[src/rtl/core/pae_pkg.sv]
// Shared widths, register indexes and effect codes for the pixel alpha effect core.
`default_nettype none

package pae_pkg;

	// pixel channel and register widths
	localparam int ColW   = 8;
	localparam int StyleW = 12;
	localparam int CfgAW  = 3;
	localparam int CfgDW  = StyleW;

	// shared divider: 16-bit dividend, 8-bit divisor, quotient known to fit 8 bits
	localparam int DivNW   = 2 * ColW;
	localparam int DivDW   = ColW;
	localparam int DivQW   = ColW;
	localparam int DivStep = 2;

	// divide by three as multiply by 683 and shift by 11 (exact below 2048)
	localparam int         Rcp3W  = 11;
	localparam logic [Rcp3W-1:0] RCP3 = 11'd683;
	localparam int         Rcp3Sh = 11;

	localparam logic [ColW-1:0] COL_MAX  = 8'd255;
	localparam logic [ColW-1:0] COL_HALF = 8'd128;
	localparam logic [ColW-1:0] COL_MAG2 = 8'd192;
	localparam logic [ColW-1:0] ALPHA_HALF    = 8'd128;
	localparam logic [ColW-1:0] ALPHA_QUARTER = 8'd64;

	// configuration register indexes
	localparam logic [CfgAW-1:0] REG_STYLE = 3'd0;
	localparam logic [CfgAW-1:0] REG_ALPHA = 3'd1;
	localparam logic [CfgAW-1:0] REG_KEY_R = 3'd2;
	localparam logic [CfgAW-1:0] REG_KEY_G = 3'd3;
	localparam logic [CfgAW-1:0] REG_KEY_B = 3'd4;

	// base effect codes (style bits 5..0)
	localparam int EffW = 6;
	localparam logic [EffW-1:0] EFF_KEEP     = 6'd0;
	localparam logic [EffW-1:0] EFF_SET      = 6'd1;
	localparam logic [EffW-1:0] EFF_KEY_OPQ  = 6'd2;
	localparam logic [EffW-1:0] EFF_KEY_CLR  = 6'd3;
	localparam logic [EffW-1:0] EFF_BRIGHT   = 6'd4;
	localparam logic [EffW-1:0] EFF_LIGHT    = 6'd5;
	localparam logic [EffW-1:0] EFF_MIN      = 6'd6;
	localparam logic [EffW-1:0] EFF_MAX      = 6'd7;
	localparam logic [EffW-1:0] EFF_SAT      = 6'd8;
	localparam logic [EffW-1:0] EFF_RED      = 6'd9;
	localparam logic [EffW-1:0] EFF_GREEN    = 6'd10;
	localparam logic [EffW-1:0] EFF_BLUE     = 6'd11;
	localparam logic [EffW-1:0] EFF_GB       = 6'd12;
	localparam logic [EffW-1:0] EFF_RB       = 6'd13;
	localparam logic [EffW-1:0] EFF_RG       = 6'd14;
	localparam logic [EffW-1:0] EFF_DIV      = 6'd15;
	localparam logic [EffW-1:0] EFF_MUL      = 6'd16;
	localparam logic [EffW-1:0] EFF_SUB      = 6'd17;
	localparam logic [EffW-1:0] EFF_ADD      = 6'd18;
	localparam logic [EffW-1:0] EFF_MOD      = 6'd19;
	localparam logic [EffW-1:0] EFF_INV_MOD  = 6'd20;

	// modifier bit positions in the style register
	localparam int MOD_INVERT  = 6;
	localparam int MOD_KEY_TR  = 7;
	localparam int MOD_KEY_COL = 8;
	localparam int MOD_MAG1    = 10;
	localparam int MOD_MAG2    = 11;

endpackage

`default_nettype wire

[src/rtl/core/pae_divider.sv]
// Pipelined restoring divider, two quotient bits per stage, no control state.
`default_nettype none

module pae_divider (
	input  wire logic                       clk,
	input  wire logic [pae_pkg::DivNW-1:0]  dividend,
	input  wire logic [pae_pkg::DivDW-1:0]  divisor,
	output logic      [pae_pkg::DivQW-1:0]  quotient
);
	import pae_pkg::*;

	localparam int Stages = DivQW / DivStep;

	logic [DivNW-1:0] rem_s [1:Stages];
	logic [DivDW-1:0] dvs_s [1:Stages];
	logic [DivQW-1:0] quo_s [1:Stages];

	for (genvar i = 0; i < Stages; i++) begin : g_stage
		logic [DivNW-1:0] rem_in;
		logic [DivDW-1:0] dvs_in;
		logic [DivQW-1:0] quo_in;
		logic [DivNW-1:0] rem_c;
		logic [DivQW-1:0] quo_c;
		logic [DivNW-1:0] sub_c;

		// pick the stage input: port for the first stage, previous register after
		if (i == 0) begin : g_first
			assign rem_in = dividend;
			assign dvs_in = divisor;
			assign quo_in = '0;
		end else begin : g_next
			assign rem_in = rem_s[i];
			assign dvs_in = dvs_s[i];
			assign quo_in = quo_s[i];
		end

		// resolve this stage's quotient bits, highest first
		always_comb begin
			rem_c = rem_in;
			quo_c = quo_in;
			sub_c = '0;
			for (int j = 0; j < DivStep; j++) begin
				sub_c = DivNW'(dvs_in) << (DivQW - 1 - DivStep * i - j);
				if (rem_c >= sub_c) begin
					rem_c = rem_c - sub_c;
					quo_c[DivQW - 1 - DivStep * i - j] = 1'b1;
				end
			end
		end

		always_ff @(posedge clk) begin
			rem_s[i+1] <= rem_c;
			dvs_s[i+1] <= dvs_in;
			quo_s[i+1] <= quo_c;
		end
	end

	assign quotient = quo_s[Stages];

endmodule

`default_nettype wire

[src/rtl/core/pixel_alpha_effect_core.sv]
// Top level of the pixel alpha effect core: config registers and the pixel pipeline.
// A pixel taken with start passes stages 1 and 2, the divider and the output
// register; its result shows for one cycle, with done high. Throughput: one pixel
// per cycle, busy stays low; the depth is set by the four-stage shared divider for
// saturation and divide. Reset clears the valid bits and sets the registers to their
// reset values (style 0, alpha 255, key black); pixels in flight at reset are dropped.
`default_nettype none

module pixel_alpha_effect_core (
	input  wire logic                        clk,
	input  wire logic                        arst_n,
	input  wire logic                        cfg_wr,
	input  wire logic [pae_pkg::CfgAW-1:0]   cfg_addr,
	input  wire logic [pae_pkg::CfgDW-1:0]   cfg_data,
	input  wire logic                        start,
	output logic                             busy,
	input  wire logic [pae_pkg::ColW-1:0]    red_in,
	input  wire logic [pae_pkg::ColW-1:0]    green_in,
	input  wire logic [pae_pkg::ColW-1:0]    blue_in,
	input  wire logic [pae_pkg::ColW-1:0]    alpha_in,
	input  wire logic                        last_in,
	output logic                             done,
	output logic      [pae_pkg::ColW-1:0]    red_out,
	output logic      [pae_pkg::ColW-1:0]    green_out,
	output logic      [pae_pkg::ColW-1:0]    blue_out,
	output logic      [pae_pkg::ColW-1:0]    alpha_out,
	output logic                             last_out
);
	import pae_pkg::*;

	localparam int SumW  = ColW + 2;
	localparam int PrdW  = SumW + Rcp3W;
	localparam int DivLat = DivQW / DivStep;
	localparam int FirstSide = 3;
	localparam int LastSide  = FirstSide + DivLat - 1;

	typedef struct packed {
		logic [ColW-1:0] r;
		logic [ColW-1:0] g;
		logic [ColW-1:0] b;
		logic            last;
		logic            key;
		logic            use_div;
		logic            zero_black;
		logic [ColW-1:0] base;
	} side_t;

	// configuration registers
	logic [StyleW-1:0] style_q;
	logic [ColW-1:0]   eff_alpha_q;
	logic [ColW-1:0]   key_r_q;
	logic [ColW-1:0]   key_g_q;
	logic [ColW-1:0]   key_b_q;
	logic [EffW-1:0]   code;

	always_ff @(posedge clk or negedge arst_n) begin
		if (!arst_n) begin
			style_q     <= '0;
			eff_alpha_q <= COL_MAX;
			key_r_q     <= '0;
			key_g_q     <= '0;
			key_b_q     <= '0;
		end else if (cfg_wr) begin
			case (cfg_addr)
				REG_STYLE: style_q     <= cfg_data;
				REG_ALPHA: eff_alpha_q <= cfg_data[ColW-1:0];
				REG_KEY_R: key_r_q     <= cfg_data[ColW-1:0];
				REG_KEY_G: key_g_q     <= cfg_data[ColW-1:0];
				REG_KEY_B: key_b_q     <= cfg_data[ColW-1:0];
				default: ;
			endcase
		end
	end

	assign code = style_q[EffW-1:0];
	assign busy = 1'b0;

	// valid bits for every stage up to the output
	logic [LastSide:1] vld_s;
	logic              take;

	assign take = start && !busy;

	always_ff @(posedge clk or negedge arst_n) begin
		if (!arst_n) begin
			vld_s <= '0;
			done  <= 1'b0;
		end else begin
			vld_s <= {vld_s[LastSide-1:1], take};
			done  <= vld_s[LastSide];
		end
	end

	// stage 1: min, max, key match, channel sum and distance from mid-gray
	logic [ColW-1:0] mn_c, mx_c;
	logic [ColW-1:0] dr_c, dg_c, db_c;
	logic            key_c;

	always_comb begin
		mn_c = red_in;
		mx_c = red_in;
		if (green_in < mn_c) mn_c = green_in;
		if (blue_in < mn_c)  mn_c = blue_in;
		if (green_in > mx_c) mx_c = green_in;
		if (blue_in > mx_c)  mx_c = blue_in;
		dr_c = (red_in >= COL_HALF) ? red_in - COL_HALF : COL_HALF - red_in;
		dg_c = (green_in >= COL_HALF) ? green_in - COL_HALF : COL_HALF - green_in;
		db_c = (blue_in >= COL_HALF) ? blue_in - COL_HALF : COL_HALF - blue_in;
		key_c = (red_in == key_r_q) && (green_in == key_g_q) && (blue_in == key_b_q);
	end

	logic [ColW-1:0] r_s1, g_s1, b_s1, a_s1, mn_s1, mx_s1;
	logic            last_s1, key_s1;
	logic [SumW-1:0] sum_s1, dist_s1;

	always_ff @(posedge clk) begin
		r_s1    <= red_in;
		g_s1    <= green_in;
		b_s1    <= blue_in;
		a_s1    <= alpha_in;
		last_s1 <= last_in;
		key_s1  <= key_c;
		mn_s1   <= mn_c;
		mx_s1   <= mx_c;
		sum_s1  <= SumW'(red_in) + SumW'(green_in) + SumW'(blue_in);
		dist_s1 <= (SumW'(dr_c) + SumW'(dg_c) + SumW'(db_c)) << 1;
	end

	// stage 2: divide-by-three products, alpha product, divider operands
	logic [PrdW-1:0]   q3p_c, mp_c;
	logic [DivNW-1:0]  ap_c;
	logic [ColW-1:0]   spread_c;
	logic [DivNW-1:0]  dvd_c;
	logic [DivDW-1:0]  dvs_c;

	always_comb begin
		q3p_c    = PrdW'(sum_s1) * PrdW'(RCP3);
		mp_c     = PrdW'(dist_s1) * PrdW'(RCP3);
		ap_c     = DivNW'(a_s1) * DivNW'(eff_alpha_q);
		spread_c = mx_s1 - mn_s1;
		if (code == EFF_SAT) begin
			dvd_c = {spread_c, {ColW{1'b0}}} - DivNW'(spread_c);
			dvs_c = mx_s1;
		end else begin
			dvd_c = DivNW'(a_s1);
			dvs_c = eff_alpha_q;
		end
	end

	logic [ColW-1:0]  r_s2, g_s2, b_s2, a_s2, mn_s2, mx_s2;
	logic             last_s2, key_s2;
	logic [ColW-1:0]  q3_s2;
	logic [ColW:0]    m_s2;
	logic [DivNW-1:0] ap_s2;
	logic [DivNW-1:0] dvd_s2;
	logic [DivDW-1:0] dvs_s2;

	always_ff @(posedge clk) begin
		r_s2    <= r_s1;
		g_s2    <= g_s1;
		b_s2    <= b_s1;
		a_s2    <= a_s1;
		last_s2 <= last_s1;
		key_s2  <= key_s1;
		mn_s2   <= mn_s1;
		mx_s2   <= mx_s1;
		q3_s2   <= q3p_c[Rcp3Sh+ColW-1:Rcp3Sh];
		m_s2    <= mp_c[Rcp3Sh+ColW:Rcp3Sh];
		ap_s2   <= ap_c;
		dvd_s2  <= dvd_c;
		dvs_s2  <= dvs_c;
	end

	// stages 3 to 6: shared divider
	logic [DivQW-1:0] quo;

	pae_divider u_div (
		.clk      (clk),
		.dividend (dvd_s2),
		.divisor  (dvs_s2),
		.quotient (quo)
	);

	// stage 3 side path: pick the base alpha for every effect but the divides
	logic [ColW-1:0] m_sat_c;
	logic [ColW:0]   add_c;
	side_t           side_c;

	always_comb begin
		m_sat_c = (m_s2 > (ColW+1)'(COL_MAX)) ? COL_MAX : m_s2[ColW-1:0];
		add_c   = (ColW+1)'(a_s2) + (ColW+1)'(eff_alpha_q);
		side_c.r          = r_s2;
		side_c.g          = g_s2;
		side_c.b          = b_s2;
		side_c.last       = last_s2;
		side_c.key        = key_s2;
		side_c.use_div    = (code == EFF_SAT) || (code == EFF_DIV);
		side_c.zero_black = (code == EFF_SAT) && (mx_s2 == '0);
		case (code)
			EFF_SET:     side_c.base = eff_alpha_q;
			EFF_KEY_OPQ: side_c.base = key_s2 ? COL_MAX : eff_alpha_q;
			EFF_KEY_CLR: side_c.base = key_s2 ? eff_alpha_q : COL_MAX;
			EFF_BRIGHT:  side_c.base = q3_s2;
			EFF_LIGHT:   side_c.base = ColW'(((ColW+1)'(mn_s2) + (ColW+1)'(mx_s2)) >> 1);
			EFF_MIN:     side_c.base = mn_s2;
			EFF_MAX:     side_c.base = mx_s2;
			EFF_RED:     side_c.base = r_s2;
			EFF_GREEN:   side_c.base = g_s2;
			EFF_BLUE:    side_c.base = b_s2;
			EFF_GB:      side_c.base = ColW'(((ColW+1)'(g_s2) + (ColW+1)'(b_s2)) >> 1);
			EFF_RB:      side_c.base = ColW'(((ColW+1)'(r_s2) + (ColW+1)'(b_s2)) >> 1);
			EFF_RG:      side_c.base = ColW'(((ColW+1)'(r_s2) + (ColW+1)'(g_s2)) >> 1);
			EFF_MUL:     side_c.base = (ap_s2 > DivNW'(COL_MAX)) ? COL_MAX
							: ap_s2[ColW-1:0];
			EFF_SUB:     side_c.base = (a_s2 > eff_alpha_q) ? a_s2 - eff_alpha_q : '0;
			EFF_ADD:     side_c.base = add_c[ColW] ? COL_MAX : add_c[ColW-1:0];
			EFF_MOD:     side_c.base = m_sat_c;
			EFF_INV_MOD: side_c.base = COL_MAX - m_sat_c;
			default:     side_c.base = a_s2;
		endcase
	end

	// hold the side data alongside the divider stages
	side_t side_s [FirstSide:LastSide];

	always_ff @(posedge clk) begin
		side_s[FirstSide] <= side_c;
		for (int i = FirstSide + 1; i <= LastSide; i++) begin
			side_s[i] <= side_s[i-1];
		end
	end

	// output stage: merge divider result, then apply modifiers in order
	side_t           fin;
	logic [ColW-1:0] alpha_c, r_c, g_c, b_c;

	always_comb begin
		fin = side_s[LastSide];
		if (fin.use_div) begin
			alpha_c = fin.zero_black ? '0 : quo;
		end else begin
			alpha_c = fin.base;
		end
		if (style_q[MOD_INVERT]) alpha_c = COL_MAX - alpha_c;
		if (style_q[MOD_KEY_TR] && fin.key) alpha_c = '0;
		r_c = fin.r;
		g_c = fin.g;
		b_c = fin.b;
		if (style_q[MOD_KEY_COL]) begin
			r_c = key_r_q;
			g_c = key_g_q;
			b_c = key_b_q;
		end
		if (style_q[MOD_MAG1] && r_c == COL_HALF && g_c == '0 && b_c == COL_HALF) begin
			r_c     = '0;
			b_c     = '0;
			alpha_c = ALPHA_HALF;
		end else if (style_q[MOD_MAG2] && r_c == COL_MAG2 && g_c == '0 && b_c == COL_MAG2) begin
			r_c     = '0;
			b_c     = '0;
			alpha_c = ALPHA_QUARTER;
		end
	end

	always_ff @(posedge clk) begin
		red_out   <= r_c;
		green_out <= g_c;
		blue_out  <= b_c;
		alpha_out <= alpha_c;
		last_out  <= fin.last;
	end

endmodule

`default_nettype wire
[config.mk]
export PLATFORM = sky130hd
export DESIGN_NAME = pixel_alpha_effect_core
export DESIGN_NICKNAME = d
export VERILOG_FILES = /design/src/rtl/core/pae_pkg.sv /design/src/rtl/core/pae_divider.sv /design/src/rtl/core/pixel_alpha_effect_core.sv
export SDC_FILE = /design/constraint.sdc
export NUM_CORES = 1
export LEC_CHECK = 0
export ABC_AREA = 1
export BUFFER_PORTS_ARGS = -buffer_cell sky130_fd_sc_hd__buf_2
export CELL_PAD_IN_SITES_DETAIL_PLACEMENT = 1
export CELL_PAD_IN_SITES_GLOBAL_PLACEMENT = 1
export CORE_UTILIZATION = 45
export CTS_BUF_LIST = sky130_fd_sc_hd__clkbuf_2 sky130_fd_sc_hd__clkbuf_4 sky130_fd_sc_hd__clkbuf_8
export DETAILED_ROUTE_END_ITERATION = 16
export PLACE_DENSITY = 0.87
export SLEW_MARGIN = 20
export SYNTH_ARGS = -nofsm -noshare
export SYNTH_HDL_FRONTEND = slang
export SYNTH_SLANG_ARGS = --single-unit
export TNS_END_PERCENT = 20
[constraint.sdc]
create_clock -name clk -period 4.4 [get_ports clk]
set_input_delay 0.66 -clock clk [delete_from_list [all_inputs] [get_ports clk]]
set_output_delay 0.66 -clock clk [all_outputs]
set_load 0.05 [all_outputs]
======== Yosys cells after proc, flatten, opt, wreduce, memory -nomap -nowiden ========
Memories as Yosys holds them, arrays and structs flattened.
Cells that the tools add are included.
word-level totals
  memories ................................ 4
  memory bits (writable) .................. 272
  logic and storage cells ................. 182
  register bits after elaboration ......... 260
  bits of input ports ..................... 52
memory list
  memory       words  bits a word  rd ports  clocked after Yosys merged registers in  wr ports  line                            text
  side_s       4      36           4         0                                        4         pixel_alpha_effect_core.sv:224  side_t side_s [FirstSide:LastSide];
  u_div.rem_s  4      16           3         0                                        4         pae_divider.sv:14               logic [DivNW-1:0] rem_s [1:Stages];
  u_div.dvs_s  4      8            3         0                                        4         pae_divider.sv:15               logic [DivDW-1:0] dvs_s [1:Stages];
  u_div.quo_s  4      8            4         0                                        4         pae_divider.sv:16               logic [DivQW-1:0] quo_s [1:Stages];
cells by class
  reductions and logical operators ........ 21
  $lt $le $gt $ge ......................... 18
  muxes and demuxes ....................... 40
  equal/unequal tests ..................... 31
  multipliers ............................. 3
  $add $sub $neg .......................... 28
operators by type and width
  operator                count
  $mux 8                  23
  $pmux 8 s18             1
  $mux 16                 8
  $add 8x8->9             7
  $eq 6x4->1 const B      8
  $sub 8x8->8 const A     5
  $eq 8x8->1 const B      4
  $sub 16x8->16           2
  $eq 6x5->1 const B      5
  $eq 6x3->1 const B      4
  $eq 8x8->1              3
  $ge 8x8->1 const B      3
  $gt 8x8->1              3
  $sub 8x8->8 const B     3
  $mul 10x10->19 const B  1
  $mul 9x10->19 const B   1
  $ge 16x10->1            1
  $ge 16x11->1            1
  $ge 16x12->1            1
  $ge 16x13->1            1
  $ge 16x14->1            1
  $ge 16x15->1            1
  $ge 16x8->1             1
  $ge 16x9->1             1
  27 further kinds        52

======== Longest topological paths before layout ========
Gate-level depths: netlist of the first run.
An unclocked memory read counts as a cell.
  depth in word-level cells ............... 7
  mapped depth ............................ 25

======== Modules after synthesis ========
From an unflattened synthesis of the first run, not the netlist that was laid out.
unflattened totals
  cell total of the unflattened synthesis .. 3,478
  area total of the unflattened synthesis .. 27,906.8 sq um
modules (own cells, without submodules)
  module                   sequential area each (sq um)  area each (sq um)  instances  cells an instance
  pixel_alpha_effect_core  8,308.0                       21,335.5           1          2,508
  pae_divider              1,841.8                       6,571.3            1          970

======== Least setup slack after synthesis of the first run ========
Ideal clock, no wire load.
  path type ............................... register -> register
  start point ............................. reg eff_alpha_q[7]
  end point ............................... reg ap_s2[14]
  data arrival time ....................... 4.244 ns
  setup slack ............................. 0.029 ns
  stages on the path, launching flop included .. 17
  library setup time ...................... 0.127 ns
  path through ............................ dfstp_2 -> clkbuf_1 -> nand2_1 -> fa_1 -> fa_1 -> inv_1 -> fa_1 -> inv_1 -> fa_1 -> inv_1 -> ha_1 -> a21oi_1 -> o21ai_0 -> a21oi_1 -> o21a_1 -> o21ai_0 -> xor2_1
on the way
  word-level cells in the longest chain between the ends .. 1
ends and longest elaborated chain
  what                      line                            text
  start: declaration        pixel_alpha_effect_core.sv:50   logic [ColW-1:0] eff_alpha_q;
  start signal: assignment  pixel_alpha_effect_core.sv:66   REG_ALPHA: eff_alpha_q <= cfg_data[ColW-1:0];
  $mul 8x8->16              pixel_alpha_effect_core.sv:139  ap_c = DivNW'(a_s1) * DivNW'(eff_alpha_q);
  net ap_c[14]              pixel_alpha_effect_core.sv:131  logic [DivNW-1:0] ap_c;
  end signal: assignment    pixel_alpha_effect_core.sv:169  ap_s2 <= ap_c;
  end: declaration          pixel_alpha_effect_core.sv:154  logic [DivNW-1:0] ap_s2;
The timed path passes the listed nets, and every way through them passes these cells.
A chain may end at the register's enable or synchronous reset.

======== Worst setup path in the final report of the first run ========
  start point ............................. reg eff_alpha_q[3]
  end point ............................... reg ap_s2[12]
The elaborated chain is that of the path after synthesis.

==> results.md, run 1 <==
* Number of nets with antenna violations after routing at 0
* Final Slew Violations at 0
* CTS tree: done
* Synth Area in Compound Gates at 0.08758
* Largest family of logic cells by synthesized area: simple AND/OR/NAND/NOR gates
* Worst path bufs/invs at 5
* Rel. slew slack at 0.4165
* Hold buffer count at CTS at 0
* # rows at 90
* Clock Path Buffers at 3
* Vias per cell at 5.456
* Endpoints failing setup at 0
* Post-synthesis mux area share at 0.001136
* Crit path launch type: register
* Min-delay worst type: input pin to register
* Sequential cell area at 10,150 sq um
* Most common cell in the netlist: nand2_1
* Drc violations at 0
* Tcrit/Tclk final at 0.9835
* Cell Chain, Critical Path: buf_4 > nand2_1 > inv_1 > fa_1 > fa_1 > fa_1 > inv_1 > fa_1 > inv_1 > ha_4 > nand2_1 > nor2_2 > a21oi_2 > o21a_1 > buf_4 > xnor2_1
* #FFs+latches synth at 494
* Via Count at approximately 24,000
* Nets at 3,993
* Synth Area in Simple Gates at 0.2147
* DR iter-0 viols at 1,463
* Synthesized Nets at 3,838
* Total Wirelength at roughly 90 mm
* Clock slew at reported path FFs at 0.07 ns
* GRT overflow at 0
* Clk_lat worst skew at 0.73 ns
* Top-area cell type share of the netlist area at 0.3227
* Post-placement cell count at ~4,200
* Placer Congestion at 0.9397
* Crit path max-delay family: adder cells
* Drt wl/cell at 20.58 um
* Fraction of registers with async set/reset at 0.1012
* Layout Cells excl Fill at ~4,400
* Antenna violations before repair at 6
* Worst-path cell with the longest stage delay: dfstp_2
* CP dominant cell by count: fa_1
* Post-synth cell types at 68
* Worst setup EP type: register
* Worst-Margin Slew at 0.8731 ns
* Area Growth Syn to Fin at 12.70%
* Ranking of synthesized cells by area: dfxtp_1 (32%), ha_1 (13%), nand2_1 (11%)
* 1st-pass router iterations at 9
* Die area at ~62,000 sq um
* Starting Density at 0.4555
* Depth of the CTS H-tree at 3
* Leading area contributor after synthesis: dfxtp_1
* Total track usage at 0.2945
* Clk sinks at between 400 and 500
* Final HPWL DP at between 60 and 70 mm
* Vias in the first global route at around 27,000
* Most common library cells after synthesis: nand2_1 (788), inv_1 (523), dfxtp_1 (444)
* CP peak stage delay at 0.59 ns
* Cells after synthesis at 3,394
* Critical path class: register to register
* Mapped cell area at around 28,000 sq um
* Post-synthesis sequential area ratio at 0.3685
* Ys Warns at 0
* Die W at between 200 and 250 um
* Worst path required time at 5.00 ns
* Xor/xnor share of the synthesized area at 0.03879
* Fin Clk Skew at ~0.045 ns
* Syn_area_per_cell at between 8 and 9 sq um
* Footprint of the multi-input gates at 15,240 sq um
* Post-synth EDFFs at 0
* Clock Tree Root: clkbuf_8
* Fill cell count at 7,306
* Endpoints failing hold at 0
* Port bufs at between 80 and 90
* Core area at 60,470 sq um
* CP max FO at 4
* Largest net degree at the start of global routing at 51
* Post-synth top flop: dfxtp_1
* Die height at 249.4 um
* Status: complete, no violations
* Post-layout min period at 4.327 ns
* RSZ-0062 raised after global routing: true
* Fmax at 231.1 MHz
* Setup TNS at 0 ns
* # Max-Cap Violations at 0
* CP Data Arrival Time at 4.93 ns
* First-pass GRT wire length at 144.3 mm
* Adder-cell share of the synthesized area at 0.2072
* Layout cells sized above 1 at 0.1062
* I/O Pins at 87
* CTS Buf Count at 80
## metrics by stage
stage	worst slack, ns	area [sq um]	hold slack [ns]	utilization
finish	0.07253	31040	0.04400	0.5133
global route	-0.08970	31030	0.03064	0.5132
global placement	0.01637	28930	0.3095	0.4784
detailed placement	-0.1531	28930	0.3135	0.4784
floorplan	0.02913	27540	0.3096	-
CTS	0.009382	30910	0.01197	0.5111
## placed cells by master, fill, tap and decap left out, types with 9 or more instances in the layout
cell type	count
a21o_1	11
a21oi_1	142
a31oi_1	10
buf_2	84
buf_4	39
clkbuf_4	14
clkbuf_8	99
clkinv_2	19
dfrtp_1	42
dfxtp_1	441
fa_1	107
ha_1	280
inv_1	523
inv_2	13
nand2_1	785
nand2_2	11
nand3_1	190
nand4_1	71
nor2_1	193
nor2_2	14
nor3_1	27
nor4_1	9
o21a_1	10
o21ai_0	195
o21bai_1	11
or2_2	19
xnor2_1	43
xor2_1	79
## state kept, by name, indices dropped and copies added (netlist names), 9 cells and up
register	cells
side_s	144
u_div.rem_s	48
u_div.dvs_s	24
u_div.quo_s	20
ap_s2	16
dvd_s2	16
style_q	11
sum_s1	10
m_s2	9
## area by class of cell
type	count	area share
antenna	4	0.0003225
clock buffer	113	0.04728
clock inverter	35	0.01467
inverter	539	0.06522
multi-input combinational	2311	0.4909
sequential	494	0.3271
tap	782	0.03152
timing repair buffer	123	0.02297
## kinds of logic (layout without fill, tap and decap cells)
| group | Yosys count | count (layout) |
|---|---|---|
| xor+xnor | 122 | 122 |
| compound gates | 435 | 435 |
| mux | 3 | 3 |
| fa+ha+maj | 392 | 392 |
| other cells | 1 | 5 |
| flops | 494 | 494 |
| buf+inv | 589 | 810 |
| simple gates | 1358 | 1358 |
## worst reg2reg max path, delay by kind of cell (launching register included)
family / cells / cell delay [ns]
adder cells (fa/ha/maj): 5 / 2.39
AND/OR/NAND/NOR: 3 / 0.32
AO/OA/AOI/OAI: 2 / 0.29
XOR/XNOR: 1 / 0.12
buffers and inverters: 5 / 0.50
flip-flops: 1 / 0.59
## layer usage
layer | vias to the layer above | track usage | part of all wire
met4 | 4 | 0.1637 | 0.051
met1 | 11690 | 0.3470 | 0.40
li1 | 11220 | - | -
met2 | 822 | 0.5038 | 0.49
met3 | 280 | 0.05559 | 0.063
met5 | - | 0 | 0.00028
## final timing paths
check                           slack (ns)                  startpoint  cells after the start                endpoint
worst max-delay path                  0.07  eff_alpha_q[3]$_DFFE_PN1P_                     16       ap_s2[12]$_DFF_P_
worst min-delay path                  0.04                       start                      1      vld_s[1]$_DFF_PN0_
worst max register to register        0.07  eff_alpha_q[3]$_DFFE_PN1P_                     16       ap_s2[12]$_DFF_P_
worst min register to register        0.32      side_s[0][122]$_DFF_P_                      0  side_s[0][158]$_DFF_P_
max in group asynchronous             3.79                      arst_n                      2  style_q[2]$_DFFE_PN0P_
min in group asynchronous             0.09                      arst_n                      2  key_b_q[3]$_DFFE_PN0P_
## repair_timing
action | CTS | global route
endpoints found under the setup margin | 2 | 22
resized for setup | 3 | 21
setup buffers | 4 | 7
pin swaps | 2 | 9
Power of run 1 is left out: the tool's default activity adds up to more than one toggle a clock period on the data nets, which glitch-free logic cannot reach.
==> inputs of run 2 (changes only) <==
--- a/config.mk
+++ b/config.mk
@@ -5,14 +5,13 @@
 export SDC_FILE = /design/constraint.sdc
 export NUM_CORES = 1
 export LEC_CHECK = 0
-export ABC_AREA = 1
 export BUFFER_PORTS_ARGS = -buffer_cell sky130_fd_sc_hd__buf_2
 export CELL_PAD_IN_SITES_DETAIL_PLACEMENT = 1
 export CELL_PAD_IN_SITES_GLOBAL_PLACEMENT = 1
-export CORE_UTILIZATION = 45
+export CORE_UTILIZATION = 47
 export CTS_BUF_LIST = sky130_fd_sc_hd__clkbuf_2 sky130_fd_sc_hd__clkbuf_4 sky130_fd_sc_hd__clkbuf_8
 export DETAILED_ROUTE_END_ITERATION = 16
-export PLACE_DENSITY = 0.87
+export PLACE_DENSITY = 0.84
 export SLEW_MARGIN = 20
 export SYNTH_ARGS = -nofsm -noshare
 export SYNTH_HDL_FRONTEND = slang
==> results.md, run 2 <==
* Status: complete, no violations
* First-pass GRT wire length at 127.6 mm
* Ys Warns at 0
* Fin Clk Skew at approximately 0.046 ns
* Post-synth EDFFs at 0
* GRT overflow at 0
* Worst path required time at 4.95 ns
* Max FFs per register at between 100 and 150
* Post-synth top flop: dfxtp_1
* Cell Chain, Critical Path: inv_1 > ha_2 > nor2_1 > a211oi_2 > o21a_1 > o211ai_2 > nand2_2 > buf_4 > mux2_2 > ha_1 > or2_2 > a21o_1 > o41ai_4 > o31ai_2 > or2_4 > nor3b_2 > buf_4 > mux2_2
* Fmax at between 200 and 250 MHz
* Number of nets with antenna violations after routing at 0
* Die height at 237.9 um
* Final HPWL DP at between 60 and 70 mm
* Hold_ws at 0.08398 ns
* CP max FO at 8
* Critical path class: register to register
* Setup slack at placement at -0.2241 ns
* Layout cells sized above 1 at 0.2171
* #FFs+latches synth at 494
* # rows at 86
* I/O Pins at 87
* Clock slew at reported path FFs at 0.08 ns
* Drt wl/cell at between 20 and 25 um
* Rel. slew slack at 0.2546
* CP Data Arrival Time at 4.93 ns
* Worst-Margin Slew at 1.118 ns
* Crit path launch type: register
* Syn_area_per_cell at 10.27 sq um
* Crit path max-delay family: compound AO/OA/AOI/OAI gates
* Most common library cells after synthesis: dfxtp_1 (444), ha_1 (285), inv_1 (268)
* Post-synth cell types at 85
* Worst setup EP type: register
* Nets at ~3,200
* DR iter-0 viols at 1,345
* Endpoints failing setup at 0
* Total track usage at 0.2905
* Largest regs: side_s: 144 flops, u_div.rem_s: 48 flops, u_div.dvs_s: 24 flops
* Placer Congestion at 0.9384
* Depth of the CTS H-tree at 3
* RSZ-0062 raised after global routing: true
* Clock Tree Root: clkbuf_8
* Tcrit/Tclk final at 0.9958
* Fraction of registers with async set/reset at 0.1012
* Total Wirelength at 84.65 mm
* CP peak stage delay at about 0.38 ns
* Most common cell after layout, fill and taps aside: dfxtp_1
* Die W at 237.9 um
* Setup TNS at 0 ns
* Largest net degree at the start of global routing at 51
* Ranking of synthesized cells by area: dfxtp_1 (34%), ha_1 (14%), fa_1 (8.2%)
* Top-area cell type share of the netlist area at 0.3398
* Vias per cell at between 5 and 6
* Antenna violations before repair at 2
* Mapped cell area at 26,160 sq um
* CTS Buf Count at 78
* Layout Cells excl Fill at roughly 3,600
* Most frequent cells in the layout: dfxtp_1 (428), inv_1 (264), ha_1 (260)
* Min-delay worst type: input pin to register
* Clock Path Buffers at 3
* Hold buffer count at CTS at 0
* Most common cell in the netlist: dfxtp_1
* Post-synthesis sequential area ratio at 0.3880
* Drc violations at 0
* Post-layout min period at 4.381 ns
* Final Slew Violations at 0
* Starting Density at 0.4748
* Post-placement cell count at 3,448
* Clk sinks at 494
* Leading area contributor after synthesis: dfxtp_1
* 1st-pass router iterations at 8
* Worst path bufs/invs at 3
* Worst-path cell with the longest stage delay: dfxtp_1
* CTS tree: done
* Die area at about 57,000 sq um
* Setup slack after layout at 0.01869 ns
* Vias in the first global route at 22,350
* Core area at 55,090 sq um
* Cells after synthesis at about 2,500
* # Max-Cap Violations at 0
* Clk_lat worst skew at 0.70 ns
* Most flops, register: side_s
* Via Count at 20,280
* Port bufs at 84
* Endpoints failing hold at 0
* Area Growth Syn to Fin at 17.70%
* Synthesized Nets at around 3,000
[run 2: changes by cell type after synthesis, sizes merged, moves of 35 or more]
cell,delta
nand4,-50
mux2i,+40
mux2,+106
nor2b,+39
a21oi,-35
inv,-268
nand2,-680
and2,+65
nand3,-165
nor2,-91
xnor2,+56
o21ai,-99
[run 2: worst paths after layout]
kind | from | slack, ns | cells past startpoint | end
setup reg to reg | u_div.dvs_s[0][10]$_DFF_P_ | 0.02 | 18 | u_div.rem_s[0][43]$_DFF_P_
max in group asynchronous | arst_n | 3.70 | 2 | style_q[4]$_DFFE_PN0P_
setup / recovery | u_div.dvs_s[0][10]$_DFF_P_ | 0.02 | 18 | u_div.rem_s[0][43]$_DFF_P_
min in group asynchronous | arst_n | 0.14 | 2 | key_g_q[5]$_DFFE_PN0P_
hold reg to reg | side_s[0][170]$_DFF_P_ | 0.31 | 0 | side_s[0][206]$_DFF_P_
hold / removal | start | 0.08 | 1 | vld_s[1]$_DFF_PN0_
[run 2: repair_timing]
item	CTS	global route
setup buffers	8	15
resized for setup	47	89
pin swaps	13	59
cloned	0	1
endpoints found under the setup margin	37	53
[run 2: cell families after synthesis]
| group | synth area share |
|---|---|
| AOI/OAI and AO/OA | 0.1150 |
| DFF | 0.3880 |
| buffers and inverters | 0.04601 |
| and+or+nand+nor | 0.1147 |
| muxes | 0.06433 |
| other | 0.0001434 |
| adders and majority gates | 0.2182 |
| xor gates and xnor gates | 0.05352 |
[run 2: through the flow]
step / utilization / instance area [sq um]
CTS: 0.5490 / 30240
global placement: 0.5127 / 28250
finish: 0.5589 / 30790
global route: 0.5588 / 30790
detailed placement: 0.5127 / 28250
floorplan: - / 26190
[run 2: layer usage]
metal,GRT usage,wire (um)
met1,0.3466,34170
met2,0.5086,42480
met3,0.04905,4351
met4,0.1345,3636
met5,0,12
[run 2: layout make-up]
cell class | count | area [sq um]
sequential | 494 | 10180
fill | 6031 | 24300
tap | 748 | 935.9
clock inverter | 20 | 267.8
inverter | 268 | 1006
antenna | 2 | 5.005
clock buffer | 121 | 1490
timing repair buffer | 225 | 1515
multi-input combinational | 1737 | 15390
[run 2: worst register-to-register path: stages (launching register included)]
cell and delay [ns]:
dfxtp_1 0.38, inv_1 0.10, ha_2 0.38, nor2_1 0.06, a211oi_2 0.29, o21a_1 0.20
o211ai_2 0.11, nand2_2 0.16, buf_4 0.15, mux2_2 0.36, ha_1 0.32, or2_2 0.34
a21o_1 0.21, o41ai_4 0.07, o31ai_2 0.15, or2_4 0.28, nor3b_2 0.17, buf_4 0.19
mux2_2 0.35
Power of run 2 is left out for the same reason.
==> inputs of run 3 (changes only) <==
--- a/config.mk
+++ b/config.mk
@@ -6,8 +6,10 @@
 export NUM_CORES = 1
 export LEC_CHECK = 0
 export BUFFER_PORTS_ARGS = -buffer_cell sky130_fd_sc_hd__buf_2
+export CAP_MARGIN = 30
 export CELL_PAD_IN_SITES_DETAIL_PLACEMENT = 1
 export CELL_PAD_IN_SITES_GLOBAL_PLACEMENT = 1
+export CORE_ASPECT_RATIO = 1.4
 export CORE_UTILIZATION = 47
 export CTS_BUF_LIST = sky130_fd_sc_hd__clkbuf_2 sky130_fd_sc_hd__clkbuf_4 sky130_fd_sc_hd__clkbuf_8
 export DETAILED_ROUTE_END_ITERATION = 16
==> results.md, run 3 (same netlist as run 2, synthesis figures left out) <==
* Antenna violations before repair at 2
* Terminus of the critical flop-to-flop path: u_div.rem_s[0][43]$_DFF_P_
* Worst path required time at 4.95 ns
* Clk_lat worst skew at about 0.7 ns
* Area Growth Syn to Fin at 17.26%
* Port bufs at 84
* Total Wirelength at between 80 and 90 mm
* # Max-Cap Violations at 0
* Start of the worst register-to-register path: u_div.dvs_s[0][13]$_DFF_P_
* Clock slew at reported path FFs at 0.06 ns
* 1st-pass router iterations at 5
* Util after Layout at 0.5619
* Die W at 201.4 um
* CTS Buf Count at 78
* CP max FO at 8
* DR iter-0 viols at 1,072
* Gr busiest metal: met2
* Clk sinks at 494
* Most frequent cells in the layout: dfxtp_1 (425), ha_1 (268), inv_1 (264)
* Die height at 281.1 um
* Vias per cell at between 5 and 6
* Setup slack after layout at -0.04696 ns
* I/O Pins at 87
* Nets at between 3,000 and 4,000
* Worst-path cell with the longest stage delay: dfxtp_1
* Largest regs: side_s: 144 flops, u_div.rem_s: 48 flops, u_div.dvs_s: 24 flops
* CTS tree: done
* Drt wl/cell at roughly 24 um
* Via Count at 20,630
* Sequential cell area at 10,180 sq um
* Critical path class: register to register
* Starting Density at 0.4792
* Fin Clk Skew at roughly 0.040 ns
* Drc violations at 0
* Core area at 54,590 sq um
* Clock Tree Root: clkbuf_8
* Final Cell Area at 30,670 sq um
* Global-route track usage on met2 at 0.5777
* GRT overflow at 0
* Worst-Margin Slew at a little over 1 ns
* Most flops, register: side_s
* Vias in the first global route at 23,590
* Worst setup EP type: register
* DP Area at 28,190 sq um
* WHS Endpoint: last_s1$_DFF_P_
* Final HPWL DP at 63.47 mm
* Hold Startpoint: last_in
* Layout cells sized above 1 at 0.2115
* GR Layer Usage met1 at 0.2971
* Most common cell after layout, fill and taps aside: dfxtp_1
* Placer Congestion at 0.9055
* Largest net degree at the start of global routing at 37
* R2R cell count at 18
* Total track usage at 0.3021
* Layout Cells excl Fill at between 3,000 and 4,000
* Min-delay worst type: input pin to register
* Number of nets with antenna violations after routing at 0
* Failing checks: negative setup slack
* Endpoints failing setup at 8
* Endpoints failing hold at 0
* Clock Path Buffers at 3
* First-pass GRT wire length at 132.1 mm
* Post-layout min period at between 4 and 5 ns
* Cell Chain, Critical Path: inv_1 > ha_4 > nand4_1 > nor4_2 > buf_4 > o211ai_2 > nand2_2 > buf_4 > mux2_2 > ha_1 > o211ai_1 > a21boi_2 > o41ai_2 > o31ai_2 > or2_4 > nor3b_2 > buf_6 > mux2_2
* Status: finished, violations left
* CP Data Arrival Time at 5.00 ns
* Tcrit/Tclk final at 1.011
* # rows at 101
* Setup TNS at -0.1894 ns
* Depth of the CTS H-tree at 3
* Fmax at 224.9 MHz
* RSZ-0062 raised after global routing: true
* Post-placement cell count at between 3,000 and 4,000
* Final Slew Violations at 0
* Die area at 56,620 sq um
* GR Util met3 at 0.03908
* Footprint of the multi-input gates at between 15,000 and 20,000 sq um
* CP peak stage delay at 0.38 ns
* Rel. slew slack at 0.3175
* Hold path cells at 1
* Max FFs per register at 144
* Fill cell count at about 6,000
* Crit path launch type: register
* R2R Setup Slk at -0.05 ns
-- run 3: cell type report --
type                    instances  share of cell area
inverters                     268             0.03279
multi-input cells            1737              0.4995
clock inverters                22             0.01036
diodes                          1          0.00008158
repair buffers                225             0.05025
clock buffers                 114             0.04585
flip-flops and latches        494              0.3317
well taps                     721             0.02941
-- run 3: critical path: cells and delay by family (launching register included) --
family	cells	cell delay, ns
buffers and inverters	4	0.61
DFF	1	0.38
and+or+nand+nor	5	1.06
AOI/OAI and AO/OA	5	0.89
muxes	2	0.72
adders and majority gates	2	0.67
-- run 3: worst max path at each step --
stage                          startpoint                          to  slack, ns
5_1_grt        u_div.dvs_s[0][13]$_DFF_P_  u_div.rem_s[0][43]$_DFF_P_      -0.18
4_1_cts                 sum_s1[1]$_DFF_P_            q3_s2[6]$_DFF_P_      0.001
3_3_place_gp              a_s1[1]$_DFF_P_           ap_s2[15]$_DFF_P_      -0.06
3_5_place_dp            sum_s1[3]$_DFF_P_            q3_s2[6]$_DFF_P_      -0.28
6_report       u_div.dvs_s[0][13]$_DFF_P_  u_div.rem_s[0][43]$_DFF_P_      -0.05
2_1_floorplan  eff_alpha_q[6]$_DFFE_PN1P_           ap_s2[15]$_DFF_P_     -0.009
-- run 3: repair_timing --
action | in CTS | in global routing
buffers inserted | 12 | 13
gates cloned | 0 | 1
endpoints found under the hold margin | 14 | 0
pin swaps | 23 | 37
hold buffers | 1 | 0
endpoints found under the setup margin | 34 | 52
gates resized for setup | 57 | 64
-- run 3: metal layers --
metal  part of all wire  wire length, um
met2               0.54            46520
met5            0.00021               18
met1               0.35            30020
met4              0.073             6265
met3              0.038             3310
-- run 3: metrics by stage --
step	setup slack, ns	hold WS, ns
after global routing	-0.1848	0.06085
after detailed placement	-0.2800	0.3135
after floorplan	-0.009285	0.3096
after CTS	0.0009752	0.04763
final	-0.04696	0.08294
after global placement	-0.06202	0.3101
Power of run 3 is left out for the same reason.
